File: src/sv/dod_pkg.sv
`timescale 1ns / 1ps
`default_nettype none

package dod_pkg;

    // field widths
    localparam int OFF_W   = 16;
    localparam int YEAR_W  = 14;
    localparam int MONTH_W = 4;
    localparam int DAY_W   = 5;
    localparam int WDAY_W  = 3;

    localparam int OFFSET_BITS_DEF = 16;

    // stream widths, padded to whole bytes
    localparam int S_TDATA_W = 40;
    localparam int M_TDATA_W = 32;

    // day numbers count from march of year -400 (years biased by 400)
    localparam int YEAR_BIAS = 400;
    localparam int YB_W      = 15;
    localparam int DN_W      = 23;
    localparam int DC_W      = 22;
    localparam int ERA_DAYS  = 146097;
    localparam int ERA_W     = 5;
    localparam int ERAY_W    = 14;
    localparam int DOE_W     = 18;
    localparam int YOE_W     = 9;
    localparam int DOY_W     = 9;
    localparam int MP_W      = 4;
    localparam int DV_W      = 11;

    // day numbers of 0000-01-01 and 9999-12-31
    localparam logic [DC_W-1:0] LO_DAYS = 22'd146037;
    localparam logic [DC_W-1:0] HI_DAYS = 22'd3798461;

    // the 1970 epoch sits on day number 1 mod 7 and was a thursday
    localparam int WDAY_ADJ = 3;

    // pipeline depths
    localparam int FRONT_STAGES = 4;
    localparam int BACK_STAGES  = 9;

    // reciprocal constants: exact floor division for inputs below 2**n
    localparam int Y100_SH = YB_W + $clog2(100);
    localparam longint unsigned Y100_RCP = ((64'd1 << Y100_SH) + 64'd99) / 64'd100;
    localparam int Y100_PW = YB_W + $clog2(Y100_RCP + 1);

    localparam int ERA_SH = DC_W + $clog2(ERA_DAYS);
    localparam longint unsigned ERA_RCP =
        ((64'd1 << ERA_SH) + 64'(ERA_DAYS) - 64'd1) / 64'(ERA_DAYS);
    localparam int ERA_PW = DC_W + $clog2(ERA_RCP + 1);

    localparam int D1460_SH = DOE_W + $clog2(1460);
    localparam longint unsigned D1460_RCP = ((64'd1 << D1460_SH) + 64'd1459) / 64'd1460;
    localparam int D1460_PW = DOE_W + $clog2(D1460_RCP + 1);

    localparam int D36524_SH = DOE_W + $clog2(36524);
    localparam longint unsigned D36524_RCP =
        ((64'd1 << D36524_SH) + 64'd36523) / 64'd36524;
    localparam int D36524_PW = DOE_W + $clog2(D36524_RCP + 1);

    localparam int D365_SH = DOE_W + $clog2(365);
    localparam longint unsigned D365_RCP = ((64'd1 << D365_SH) + 64'd364) / 64'd365;
    localparam int D365_PW = DOE_W + $clog2(D365_RCP + 1);

    localparam int Q100_SH = YOE_W + $clog2(100);
    localparam longint unsigned Q100_RCP = ((64'd1 << Q100_SH) + 64'd99) / 64'd100;
    localparam int Q100_PW = YOE_W + $clog2(Q100_RCP + 1);

    localparam int D153_SH = DV_W + $clog2(153);
    localparam longint unsigned D153_RCP = ((64'd1 << D153_SH) + 64'd152) / 64'd153;
    localparam int D153_PW = DV_W + $clog2(D153_RCP + 1);

    // linear day number handed from the front end to the date split
    typedef struct packed {
        logic [DC_W-1:0] dn;
        logic            flag;
    } dod_link_t;

    // resulting date
    typedef struct packed {
        logic [YEAR_W-1:0]  year;
        logic [MONTH_W-1:0] month;
        logic [DAY_W-1:0]   day;
        logic [WDAY_W-1:0]  wday;
        logic               flag;
    } dod_date_t;

    // month 0..15 to march-based month index, wrapping into the neighbouring year
    function automatic logic [MP_W-1:0] month_to_mp(input logic [MONTH_W-1:0] mon);
        logic [MP_W-1:0] mp;
        unique case (mon)
            4'd0:    mp = 4'd9;
            4'd1:    mp = 4'd10;
            4'd2:    mp = 4'd11;
            4'd13:   mp = 4'd10;
            4'd14:   mp = 4'd11;
            4'd15:   mp = 4'd0;
            default: mp = mon - 4'd3;
        endcase
        return mp;
    endfunction

    // first day of a march-based month within its year
    function automatic logic [DOY_W-1:0] mp_start(input logic [MP_W-1:0] mp);
        logic [DOY_W-1:0] d;
        unique case (mp)
            4'd0:    d = 9'd0;
            4'd1:    d = 9'd31;
            4'd2:    d = 9'd61;
            4'd3:    d = 9'd92;
            4'd4:    d = 9'd122;
            4'd5:    d = 9'd153;
            4'd6:    d = 9'd184;
            4'd7:    d = 9'd214;
            4'd8:    d = 9'd245;
            4'd9:    d = 9'd275;
            4'd10:   d = 9'd306;
            4'd11:   d = 9'd337;
            default: d = 9'd0;
        endcase
        return d;
    endfunction

endpackage

`default_nettype wire

File: src/sv/dod_civil.sv
`timescale 1ns / 1ps
`default_nettype none

module dod_civil
    import dod_pkg::*;
(
    input  wire logic      aclk,
    input  wire logic      aresetn,
    input  wire logic      in_valid,
    output logic           in_ready,
    input  wire dod_link_t in_day,
    output logic           out_valid,
    input  wire logic      out_ready,
    output dod_date_t      out_date
);

    typedef struct packed {
        logic [DC_W-1:0]   n;
        logic              flag;
        logic [ERA_W-1:0]  era;
        logic [5:0]        wsum;
        logic [WDAY_W-1:0] wd;
        logic [DOE_W-1:0]  doe;
        logic [ERAY_W-1:0] eray;
        logic [6:0]        a;
        logic [2:0]        b;
        logic              c;
        logic [DOE_W-1:0]  t;
        logic [YOE_W-1:0]  yoe;
        logic [DOE_W-1:0]  y365;
        logic [1:0]        yq;
        logic [DOY_W-1:0]  doy;
        logic [MP_W-1:0]   mp;
        logic [YEAR_W-1:0] year;
        logic [MONTH_W-1:0] month;
        logic [DAY_W-1:0]  day;
    } back_t;

    back_t                  st_reg  [BACK_STAGES];
    back_t                  st_next [BACK_STAGES];
    logic [BACK_STAGES-1:0] vld_reg;
    logic [BACK_STAGES-1:0] vld_next;
    logic [BACK_STAGES:0]   adv;

    logic [ERA_PW-1:0]    era_prod;
    logic [D1460_PW-1:0]  a_prod;
    logic [D36524_PW-1:0] b_prod;
    logic [D365_PW-1:0]   yoe_prod;
    logic [Q100_PW-1:0]   yq_prod;
    logic [DV_W-1:0]      dv;
    logic [D153_PW-1:0]   mp_prod;
    logic [23:0]          n_ext;
    logic [3:0]           wfold;

    // stage advance chain: a stage loads when empty or when its item moves on
    always_comb begin
        adv[BACK_STAGES] = out_ready;
        for (int i = BACK_STAGES - 1; i >= 0; i--) begin
            adv[i] = !vld_reg[i] || adv[i+1];
        end
        vld_next[0] = adv[0] ? in_valid : vld_reg[0];
        for (int i = 1; i < BACK_STAGES; i++) begin
            if (adv[i]) begin
                vld_next[i] = vld_reg[i-1];
            end else begin
                vld_next[i] = vld_reg[i];
            end
        end
    end

    assign in_ready  = adv[0];
    assign out_valid = vld_reg[BACK_STAGES-1];

    // datapath of each stage
    always_comb begin
        // era, and octal digit sum of the day number for the weekday
        n_ext    = {2'b00, in_day.dn};
        era_prod = ERA_PW'(in_day.dn) * ERA_PW'(ERA_RCP);
        st_next[0]      = '0;
        st_next[0].n    = in_day.dn;
        st_next[0].flag = in_day.flag;
        st_next[0].era  = ERA_W'(era_prod >> ERA_SH);
        st_next[0].wsum = 6'(WDAY_ADJ);
        for (int k = 0; k < 8; k++) begin
            st_next[0].wsum = st_next[0].wsum + 6'(n_ext[3*k +: 3]);
        end

        // day of era, era years, weekday fold
        st_next[1]      = st_reg[0];
        st_next[1].doe  = DOE_W'(st_reg[0].n - DC_W'(st_reg[0].era) * DC_W'(ERA_DAYS));
        st_next[1].eray = ERAY_W'(st_reg[0].era) * ERAY_W'(YEAR_BIAS);
        wfold = 4'(st_reg[0].wsum[5:3]) + 4'(st_reg[0].wsum[2:0]);
        st_next[1].wd = (wfold >= 4'd7) ? WDAY_W'(wfold - 4'd7) : WDAY_W'(wfold);

        // leap corrections within the era
        a_prod = D1460_PW'(st_reg[1].doe) * D1460_PW'(D1460_RCP);
        b_prod = D36524_PW'(st_reg[1].doe) * D36524_PW'(D36524_RCP);
        st_next[2]   = st_reg[1];
        st_next[2].a = 7'(a_prod >> D1460_SH);
        st_next[2].b = 3'(b_prod >> D36524_SH);
        st_next[2].c = (st_reg[1].doe == DOE_W'(ERA_DAYS - 1));

        st_next[3]   = st_reg[2];
        st_next[3].t = st_reg[2].doe - DOE_W'(st_reg[2].a) + DOE_W'(st_reg[2].b)
                       - DOE_W'(st_reg[2].c);

        // year of era
        yoe_prod = D365_PW'(st_reg[3].t) * D365_PW'(D365_RCP);
        st_next[4]     = st_reg[3];
        st_next[4].yoe = YOE_W'(yoe_prod >> D365_SH);

        // days before that year within the era
        yq_prod = Q100_PW'(st_reg[4].yoe) * Q100_PW'(Q100_RCP);
        st_next[5]      = st_reg[4];
        st_next[5].y365 = DOE_W'(st_reg[4].yoe) * DOE_W'(365);
        st_next[5].yq   = 2'(yq_prod >> Q100_SH);

        st_next[6]     = st_reg[5];
        st_next[6].doy = DOY_W'(st_reg[5].doe - st_reg[5].y365
                         - DOE_W'(st_reg[5].yoe >> 2) + DOE_W'(st_reg[5].yq));

        // march-based month from day of year
        dv      = (DV_W'(st_reg[6].doy) << 2) + DV_W'(st_reg[6].doy) + DV_W'(2);
        mp_prod = D153_PW'(dv) * D153_PW'(D153_RCP);
        st_next[7]    = st_reg[6];
        st_next[7].mp = MP_W'(mp_prod >> D153_SH);

        // calendar fields, january and february belong to the next year
        st_next[8]       = st_reg[7];
        st_next[8].day   = DAY_W'(st_reg[7].doy - mp_start(st_reg[7].mp) + DOY_W'(1));
        st_next[8].month = (st_reg[7].mp < MP_W'(10)) ? st_reg[7].mp + MP_W'(3)
                                                        : st_reg[7].mp - MP_W'(9);
        st_next[8].year  = ERAY_W'(st_reg[7].eray + ERAY_W'(st_reg[7].yoe)
                           + ERAY_W'(st_reg[7].mp >= MP_W'(10)) - ERAY_W'(YEAR_BIAS));
    end

    // valid bits
    always_ff @(posedge aclk) begin
        if (!aresetn) begin
            vld_reg <= '0;
        end else begin
            vld_reg <= vld_next;
        end
    end

    // stage payload
    always_ff @(posedge aclk) begin
        for (int i = 0; i < BACK_STAGES; i++) begin
            if (adv[i]) begin
                st_reg[i] <= st_next[i];
            end
        end
    end

    assign out_date.year  = st_reg[BACK_STAGES-1].year;
    assign out_date.month = st_reg[BACK_STAGES-1].month;
    assign out_date.day   = st_reg[BACK_STAGES-1].day;
    assign out_date.wday  = st_reg[BACK_STAGES-1].wd;
    assign out_date.flag  = st_reg[BACK_STAGES-1].flag;

endmodule

`default_nettype wire

File: src/sv/date_offset_days_unit.sv
`timescale 1ns / 1ps
`default_nettype none

// Moves a proleptic Gregorian date forward or backward by up to 65535 days and
// returns the resulting date, its weekday (0 Sunday .. 6 Saturday) and a flag
// that is set when the result fell outside 0000-01-01 .. 9999-12-31 and was
// pinned to that bound. Day and month values past their limits roll over into
// the following months and years, day zero meaning the last day of the month
// before. The unit takes one item every clock cycle unless back-pressure at
// the output holds it back: four stages turn the date into a linear day
// number, apply the offset and clamp it, and nine stages split the day
// number back into year, month and day. Every stage holds its item under
// back-pressure and empty stages keep filling, so input flow continues while
// a result waits at the output until all thirteen stages hold an item.
module date_offset_days_unit
    import dod_pkg::*;
#(
    parameter int OFFSET_BITS = OFFSET_BITS_DEF
) (
    input  wire logic                 aclk,
    input  wire logic                 aresetn,
    input  wire logic                 s_axis_tvalid,
    output logic                      s_axis_tready,
    // year_in, month_in, day_in, offset_days, zero pad
    input  wire logic [S_TDATA_W-1:0] s_axis_tdata,
    // operation
    input  wire logic                 s_axis_tuser,
    output logic                      m_axis_tvalid,
    input  wire logic                 m_axis_tready,
    // year_out, month_out, day_out, weekday_out, zero pad
    output logic [M_TDATA_W-1:0]      m_axis_tdata,
    // out_of_range
    output logic                      m_axis_tuser
);

    localparam int OFF_USE = (OFFSET_BITS < OFF_W) ? OFFSET_BITS : OFF_W;
    localparam logic [OFF_W-1:0] OFF_MASK = OFF_W'((17'd1 << OFF_USE) - 17'd1);

    typedef struct packed {
        logic             sub;
        logic [OFF_W-1:0] off;
        logic [DN_W-1:0]  y365;
        logic [YB_W-3:0]  y4;
        logic [7:0]       q100;
        logic [DOY_W-1:0] doyd;
        logic [DN_W-1:0]  base;
        logic [DN_W-1:0]  n;
        logic [DC_W-1:0]  dn;
        logic             flag;
    } front_t;

    front_t                  fr_reg  [FRONT_STAGES];
    front_t                  fr_next [FRONT_STAGES];
    logic [FRONT_STAGES-1:0] vld_reg;
    logic [FRONT_STAGES-1:0] vld_next;
    logic [FRONT_STAGES:0]   adv;

    logic [YEAR_W-1:0]  in_year;
    logic [MONTH_W-1:0] in_month;
    logic [DAY_W-1:0]   in_day;
    logic [OFF_W-1:0]   in_off;
    logic [MP_W-1:0]    in_mp;
    logic [YB_W-1:0]    in_yb;
    logic [Y100_PW-1:0] y100_prod;

    logic      link_ready;
    dod_link_t link_day;
    dod_date_t res;

    assign in_year  = s_axis_tdata[13:0];
    assign in_month = s_axis_tdata[17:14];
    assign in_day   = s_axis_tdata[22:18];
    assign in_off   = s_axis_tdata[38:23] & OFF_MASK;

    // stage advance chain
    always_comb begin
        adv[FRONT_STAGES] = link_ready;
        for (int i = FRONT_STAGES - 1; i >= 0; i--) begin
            adv[i] = !vld_reg[i] || adv[i+1];
        end
        vld_next[0] = adv[0] ? s_axis_tvalid : vld_reg[0];
        for (int i = 1; i < FRONT_STAGES; i++) begin
            if (adv[i]) begin
                vld_next[i] = vld_reg[i-1];
            end else begin
                vld_next[i] = vld_reg[i];
            end
        end
    end

    assign s_axis_tready = adv[0];

    // datapath of each stage
    always_comb begin
        // month zero is december before, months thirteen to fifteen the next year;
        // january and february count with the year before (march-based years)
        in_mp = month_to_mp(in_month);
        in_yb = YB_W'(in_year) + YB_W'(YEAR_BIAS) - YB_W'(in_month <= MONTH_W'(2))
                + YB_W'(in_month == MONTH_W'(15));
        y100_prod = Y100_PW'(in_yb) * Y100_PW'(Y100_RCP);

        fr_next[0]      = '0;
        fr_next[0].sub  = s_axis_tuser;
        fr_next[0].off  = in_off;
        fr_next[0].y365 = DN_W'(in_yb) * DN_W'(365);
        fr_next[0].y4   = in_yb[YB_W-1:2];
        fr_next[0].q100 = 8'(y100_prod >> Y100_SH);
        fr_next[0].doyd = mp_start(in_mp) + DOY_W'(in_day);

        // day number of the start date
        fr_next[1]      = fr_reg[0];
        fr_next[1].base = fr_reg[0].y365 + DN_W'(fr_reg[0].y4) - DN_W'(fr_reg[0].q100)
                          + DN_W'(fr_reg[0].q100 >> 2) + DN_W'(fr_reg[0].doyd) - DN_W'(1);

        // apply the offset
        fr_next[2]   = fr_reg[1];
        fr_next[2].n = fr_reg[1].sub ? fr_reg[1].base - DN_W'(fr_reg[1].off)
                                     : fr_reg[1].base + DN_W'(fr_reg[1].off);

        // pin to the supported year range
        fr_next[3] = fr_reg[2];
        if (fr_reg[2].n < DN_W'(LO_DAYS)) begin
            fr_next[3].dn   = LO_DAYS;
            fr_next[3].flag = 1'b1;
        end else if (fr_reg[2].n > DN_W'(HI_DAYS)) begin
            fr_next[3].dn   = HI_DAYS;
            fr_next[3].flag = 1'b1;
        end else begin
            fr_next[3].dn   = DC_W'(fr_reg[2].n);
            fr_next[3].flag = 1'b0;
        end
    end

    // valid bits
    always_ff @(posedge aclk) begin
        if (!aresetn) begin
            vld_reg <= '0;
        end else begin
            vld_reg <= vld_next;
        end
    end

    // stage payload
    always_ff @(posedge aclk) begin
        for (int i = 0; i < FRONT_STAGES; i++) begin
            if (adv[i]) begin
                fr_reg[i] <= fr_next[i];
            end
        end
    end

    assign link_day.dn   = fr_reg[FRONT_STAGES-1].dn;
    assign link_day.flag = fr_reg[FRONT_STAGES-1].flag;

    // day number back to calendar date
    dod_civil u_civil (
        .aclk      (aclk),
        .aresetn   (aresetn),
        .in_valid  (vld_reg[FRONT_STAGES-1]),
        .in_ready  (link_ready),
        .in_day    (link_day),
        .out_valid (m_axis_tvalid),
        .out_ready (m_axis_tready),
        .out_date  (res)
    );

    assign m_axis_tdata = {6'b000000, res.wday, res.day, res.month, res.year};
    assign m_axis_tuser = res.flag;

endmodule

`default_nettype wire

File: config.mk
export PLATFORM = sky130hd
export DESIGN_NAME = date_offset_days_unit
export DESIGN_NICKNAME = d
export VERILOG_FILES = /design/src/sv/dod_pkg.sv /design/src/sv/dod_civil.sv /design/src/sv/date_offset_days_unit.sv
export SDC_FILE = /design/constraint.sdc
export NUM_CORES = 2
export LEC_CHECK = 0
export ABC_AREA = 1
export BUFFER_PORTS_ARGS = -buffer_cell sky130_fd_sc_hd__buf_2
export CAP_MARGIN = 20
export CORE_MARGIN = 5
export CORE_UTILIZATION = 40
export DETAILED_ROUTE_END_ITERATION = 8
export GPL_TIMING_DRIVEN = 0
export PLACE_DENSITY = 0.64
export REMOVE_ABC_BUFFERS = 1
export SLEW_MARGIN = 20
export SYNTH_ARGS = -nofsm -noshare
export SYNTH_HDL_FRONTEND = slang
export SYNTH_SLANG_ARGS = --single-unit
File: constraint.sdc
create_clock -name aclk -period 10.2 [get_ports aclk]
set_clock_uncertainty 0.2 [all_clocks]
set_input_delay 0.51 -clock aclk [delete_from_list [all_inputs] [get_ports aclk]]
set_output_delay 0.51 -clock aclk [all_outputs]
set_load 0.1 [all_outputs]
# Word-level counts from Yosys, hierarchy flattened
# Memories as Yosys holds them, arrays and structs flattened.
# Index checks and enable logic that the tools add are counted.
# word_totals
ff_bits	13
mem_bits_rw	2023
romBits	288
in_bits	45
out_inout_bits	35
word_cells	139
memories	4
# memory_table
name	words	width	rd	rd_ports_with_merged_regs	write_ports	line	text
u_civil.st_reg	9	163	9	0	9	dod_civil.sv:39	back_t st_reg [BACK_STAGES];
fr_reg	4	139	4	0	4	date_offset_days_unit.sv:52	front_t fr_reg [FRONT_STAGES];
(no name shown)	16	9	1	0	0	dod_pkg.sv:108	unique case (mp)
(no name shown)	16	9	1	0	0	dod_pkg.sv:108	
# op_classes
add_sub_neg	38
mul	11
n_lt_le_gt_ge	6
eq_ne	6
muxes	32
n_reduce_logical	29
# ops
cell	n
23-bit two-way mux	3
18-bit by 16-bit multiplier with 33-bit output (second input constant)	2
22-bit by 22-bit multiplier with 44-bit output (second input constant)	1
18-bit by 19-bit multiplier with 37-bit output (second input constant)	1
6-bit by 3-bit adder with 6-bit output	6
15-bit by 13-bit multiplier with 27-bit output (second input constant)	1
1-bit two-way mux	26
23-bit by 13-bit adder with 23-bit output	1
23-bit by 16-bit adder with 23-bit output	1
23-bit by 6-bit adder with 23-bit output	1
23-bit by 9-bit adder with 23-bit output	1
23-bit by 22-bit > comparator with 1-bit output (second input constant)	1
23-bit by 18-bit < comparator with 1-bit output (second input constant)	1
11-bit by 12-bit multiplier with 23-bit output (second input constant)	1
15-bit by 9-bit multiplier with 23-bit output (second input constant)	1
23-bit by 1-bit subtractor with 23-bit output (second input constant)	1
23-bit by 16-bit subtractor with 23-bit output	1
23-bit by 8-bit subtractor with 23-bit output	1
18-bit by 3-bit adder with 18-bit output	1
18-bit == test (second input constant)	1
5-bit by 18-bit multiplier with 18-bit output (second input constant)	1
9-bit by 9-bit multiplier with 18-bit output (second input constant)	1
18-bit by 1-bit subtractor with 18-bit output	1
18-bit subtractor	1
other kinds (38)	65

# Longest topological paths before layout
# logic_depth
word_depth	16
ltp_mapped	38
ltp_nobuf	38

# By module
# From an unflattened synthesis, not the netlist that was laid out.
# hier_totals
cells_unflattened	6306
hier_area_um2	61196.2
# modules_own_cells
module	n_inst	cells_each	area_each_um2	seq_area_each_um2
dod_civil	1	4469	44554.0	9489.1
date_offset_days_unit	1	1837	16642.2	4764.6

# Worst setup path after synthesis
# OpenSTA, ideal clock, no wires.
# synth_timing
path_type	input-to-reg
start	in s_axis_tdata[14]
end	mem fr_reg[0][85] (netlist bit) (data pin)
setup_time_ps	252
t_arrival_ps	6203
t_required_ps	9748
setup_slack_ps	3545
cell_stages	36
path_buffers	0
path_cell_list	nand2_1 -> inv_1 -> nand2_1 -> ha_1 -> inv_1 -> ha_1 -> inv_1 -> fa_1 -> inv_1 -> nand2_1 -> nand3_2 -> inv_1 -> nor2_2 -> nor3_2 -> o21bai_2 -> xor2_1 -> ha_1 -> inv_1 -> fa_1 -> inv_1 -> fa_1 -> fa_1 -> inv_1 -> fa_1 -> inv_1 -> ha_1 -> nand2_1 -> nand2_1 -> a31oi_1 -> o21ai_0 -> nand2_1 -> nand2_1 -> nor2_1 -> inv_1 -> nand2_1 -> nand2_1
# synth_rtl
item	line	text
start, declared	date_offset_days_unit.sv:25	input wire logic [S_TDATA_W-1:0] s_axis_tdata,
end, declared	date_offset_days_unit.sv:52	

==> flow_summary.yaml <==
outcome:
  status: "completed"
final_layout:
  nFillCells: 14300
  drive_gt1_share_pct: 3.65
  largest_reg_flops: 310
  area_growth_pct: 8.21
  nets: 8069
sta:
  relSlewSlack_pct: 27.1
  drv_slew: 0
  rsz0062_at_grt: "no"
  fmax_mhz: 133
  min_period_ns: 7.53
  worst_pin_slew_ns: 1.09
  final-setup-viol-count: 0
  fin_tns_setup_ns: 0
  period_share_pct: 73.8
  hold_violations: 0
min_path:
  holdCritPathClass: "input port to register"
  min_from: "s_axis_tvalid"
drt:
  drc: 0
  num_vias: 39800
  wire_per_inst_um: 16.2
  first_pass_iters: 5
  via_per_inst: 4.85
  first_iter_violations: 1826
  wl_mm: 133
  drtAntennaViolNets: 0
critical_path:
  critical-path-max-stage-delay_ns: 0.66
  crit_slowest_cell: "xor2_1"
  arrival_ns: 7.68
  crit_path_frequent_cell: "inv_1"
  worstSetupStartpoint: "s_axis_tdata[15]"
  critPathMaxFanout: 8
  regToRegStartpoint: "u_civil.st_reg[0][287]"
  path_class: "input port to register"
  endpoint_kind: "register"
  worstPathRequired_ns: 10.35
  cp-start-kind: "input port"
yosys:
  yosys_warnings: 0
  synth.most_common_cell: "inv_1"
  synth_area_sq_um: 60200
  synth_common_cells: "inv_1, ha_1, fa_1"
  synth_ff_type: "edfxtp_1"
  ys_top_cells_by_area: "fa_1, ha_1, edfxtp_1"
  synth-async-reset-ratio_pct: 0
  synth.avg_cell_area_sq_um: 10.0
  synth_top_cell_area_share_pct: 24.9
  synth_edf_count: 466
  synth.distinct_cells: 61
  synthCells: 6008
  ys_seq_elements: 479
  synth-seq-area-share_pct: 23.7
  synth_area_leader_cell: "fa_1"
grt:
  grt_max_degree: 54
  busiest_layer: "met2"
  grtUsageMet2_pct: 29.2
  overflow: 0
  antenna_found_initial: 6
  use_met3_pct: 2.80
  grt_util_met1_pct: 22.8
  grt_pass1_vias: 41800
  grt_pass1_wl_mm: 218
  grt_usage_pct: 17.2
floorplan:
  io_pins: 80
  start_util_pct: 40.2
  core_sq_um: 150000
  die_x_um: 398
  die_h_um: 398
  die-area_sq_um: 158000
  rows: 142
clocking:
  clk_pin_slew_ns: 0.06
  cts_sinks: 479
  cts_tree: "built"
  htreeDepth: 2
  cts_root_buffer: "clkbuf_16"
  clk_latency_ns: 0.61
  clock_path_buffers: 3
  cts_made_buffers: 50
place:
  port_buffers: 72
  hpwl_mm: 113
  gp_congestion: 0.915
flow_run:
  cap_violations: 0
==> worst max-delay path: cells and delay by family <==
family,cells,cell delay (ns)
buf+inv,11,1.12
xor+xnor,1,0.66
compound gates,3,0.52
fa+ha+maj,9,3.77
simple gates,13,1.10
==> path summary, 6_finish.rpt <==
kind,to,slack (ns),cells after the start
setup reg to reg,u_civil.st_reg[0][410],3.59,21
setup / recovery,fr_reg[0][85],2.67,37
hold / removal,vld_reg[0],0.06,3
hold reg to reg,u_civil.st_reg[0][1202],0.21,0
==> placed cells by master (no fill, tap or decap), types with 42 or more instances in the layout <==
master,netlist,final
nor2_1,278,278
nand2_1,620,616
a21o_1,42,42
o21ai_0,155,155
xor2_1,150,150
nor3_1,63,63
a21oi_1,313,313
buf_2,0,72
ha_1,1127,1127
nand4_1,53,53
fa_1,747,747
clkbuf_16,0,51
nand3_1,169,169
edfxtp_1,466,466
inv_1,1516,1512
xnor2_1,79,77
==> logic make-up (layout without fill, tap and decap cells) <==
logic type / after synthesis / in the layout / share of synthesized area (%)
multiplexers: 2 / 2 / 0.0374
XOR/XNOR: 230 / 230 / 3.36
adder cells (fa/ha/maj): 1874 / 1874 / 48.3
AND/OR/NAND/NOR: 1254 / 1254 / 9.05
AO/OA/AOI/OAI: 637 / 637 / 5.97
other: 1 / 7 / 0.00623
flip-flops: 479 / 479 / 23.7
buffers and inverters: 1531 / 1708 / 9.60
==> per-layer routing <==
layer | routed length (um) | share of wire (%)
met1 | 58900 | 44
met2 | 63400 | 48
met3 | 6580 | 4.9
met4 | 4050 | 3.0
met5 | 0 | 0
==> final cells by class <==
cell class | instances | area (sq um) | area share [%]
diodes | 1 | 2.50 | 0.00384
clock buffers | 56 | 1290 | 1.99
clock inverters | 36 | 474 | 0.728
inverters | 1519 | 5700 | 8.76
multi-input cells | 4003 | 40200 | 61.7
flip-flops and latches | 479 | 14300 | 21.9
well taps | 2016 | 2520 | 3.87
repair buffers | 97 | 668 | 1.03
==> what timing repair did <==
action                                 4_1_cts  5_1_grt
setup endpoints to repair                    0        0
endpoints found under the hold margin       20        0
buffers inserted                             0        0
resized for setup                            0        0
hold buffers                                19        0
==> stage by stage <==
step | hold WS [ns] | setup slack (ns) | std cells | area [sq um] | utilization [%]
global route | 0.0782 | 2.12 | 8206 | 65100 | 43.5
finish | 0.0644 | 2.67 | 8207 | 65100 | 43.5
CTS | 0.0267 | 2.61 | 8204 | 65100 | 43.4
detailed placement | 0.205 | 2.00 | 8093 | 63100 | 42.1
global placement | 0.200 | 2.10 | 8089 | 63000 | 42.1
floorplan | 0.200 | 3.55 | 6001 | 60100 | -
Power is not shown: default switching activity piles up to over one toggle a cycle in this logic, so the estimate is an artifact.
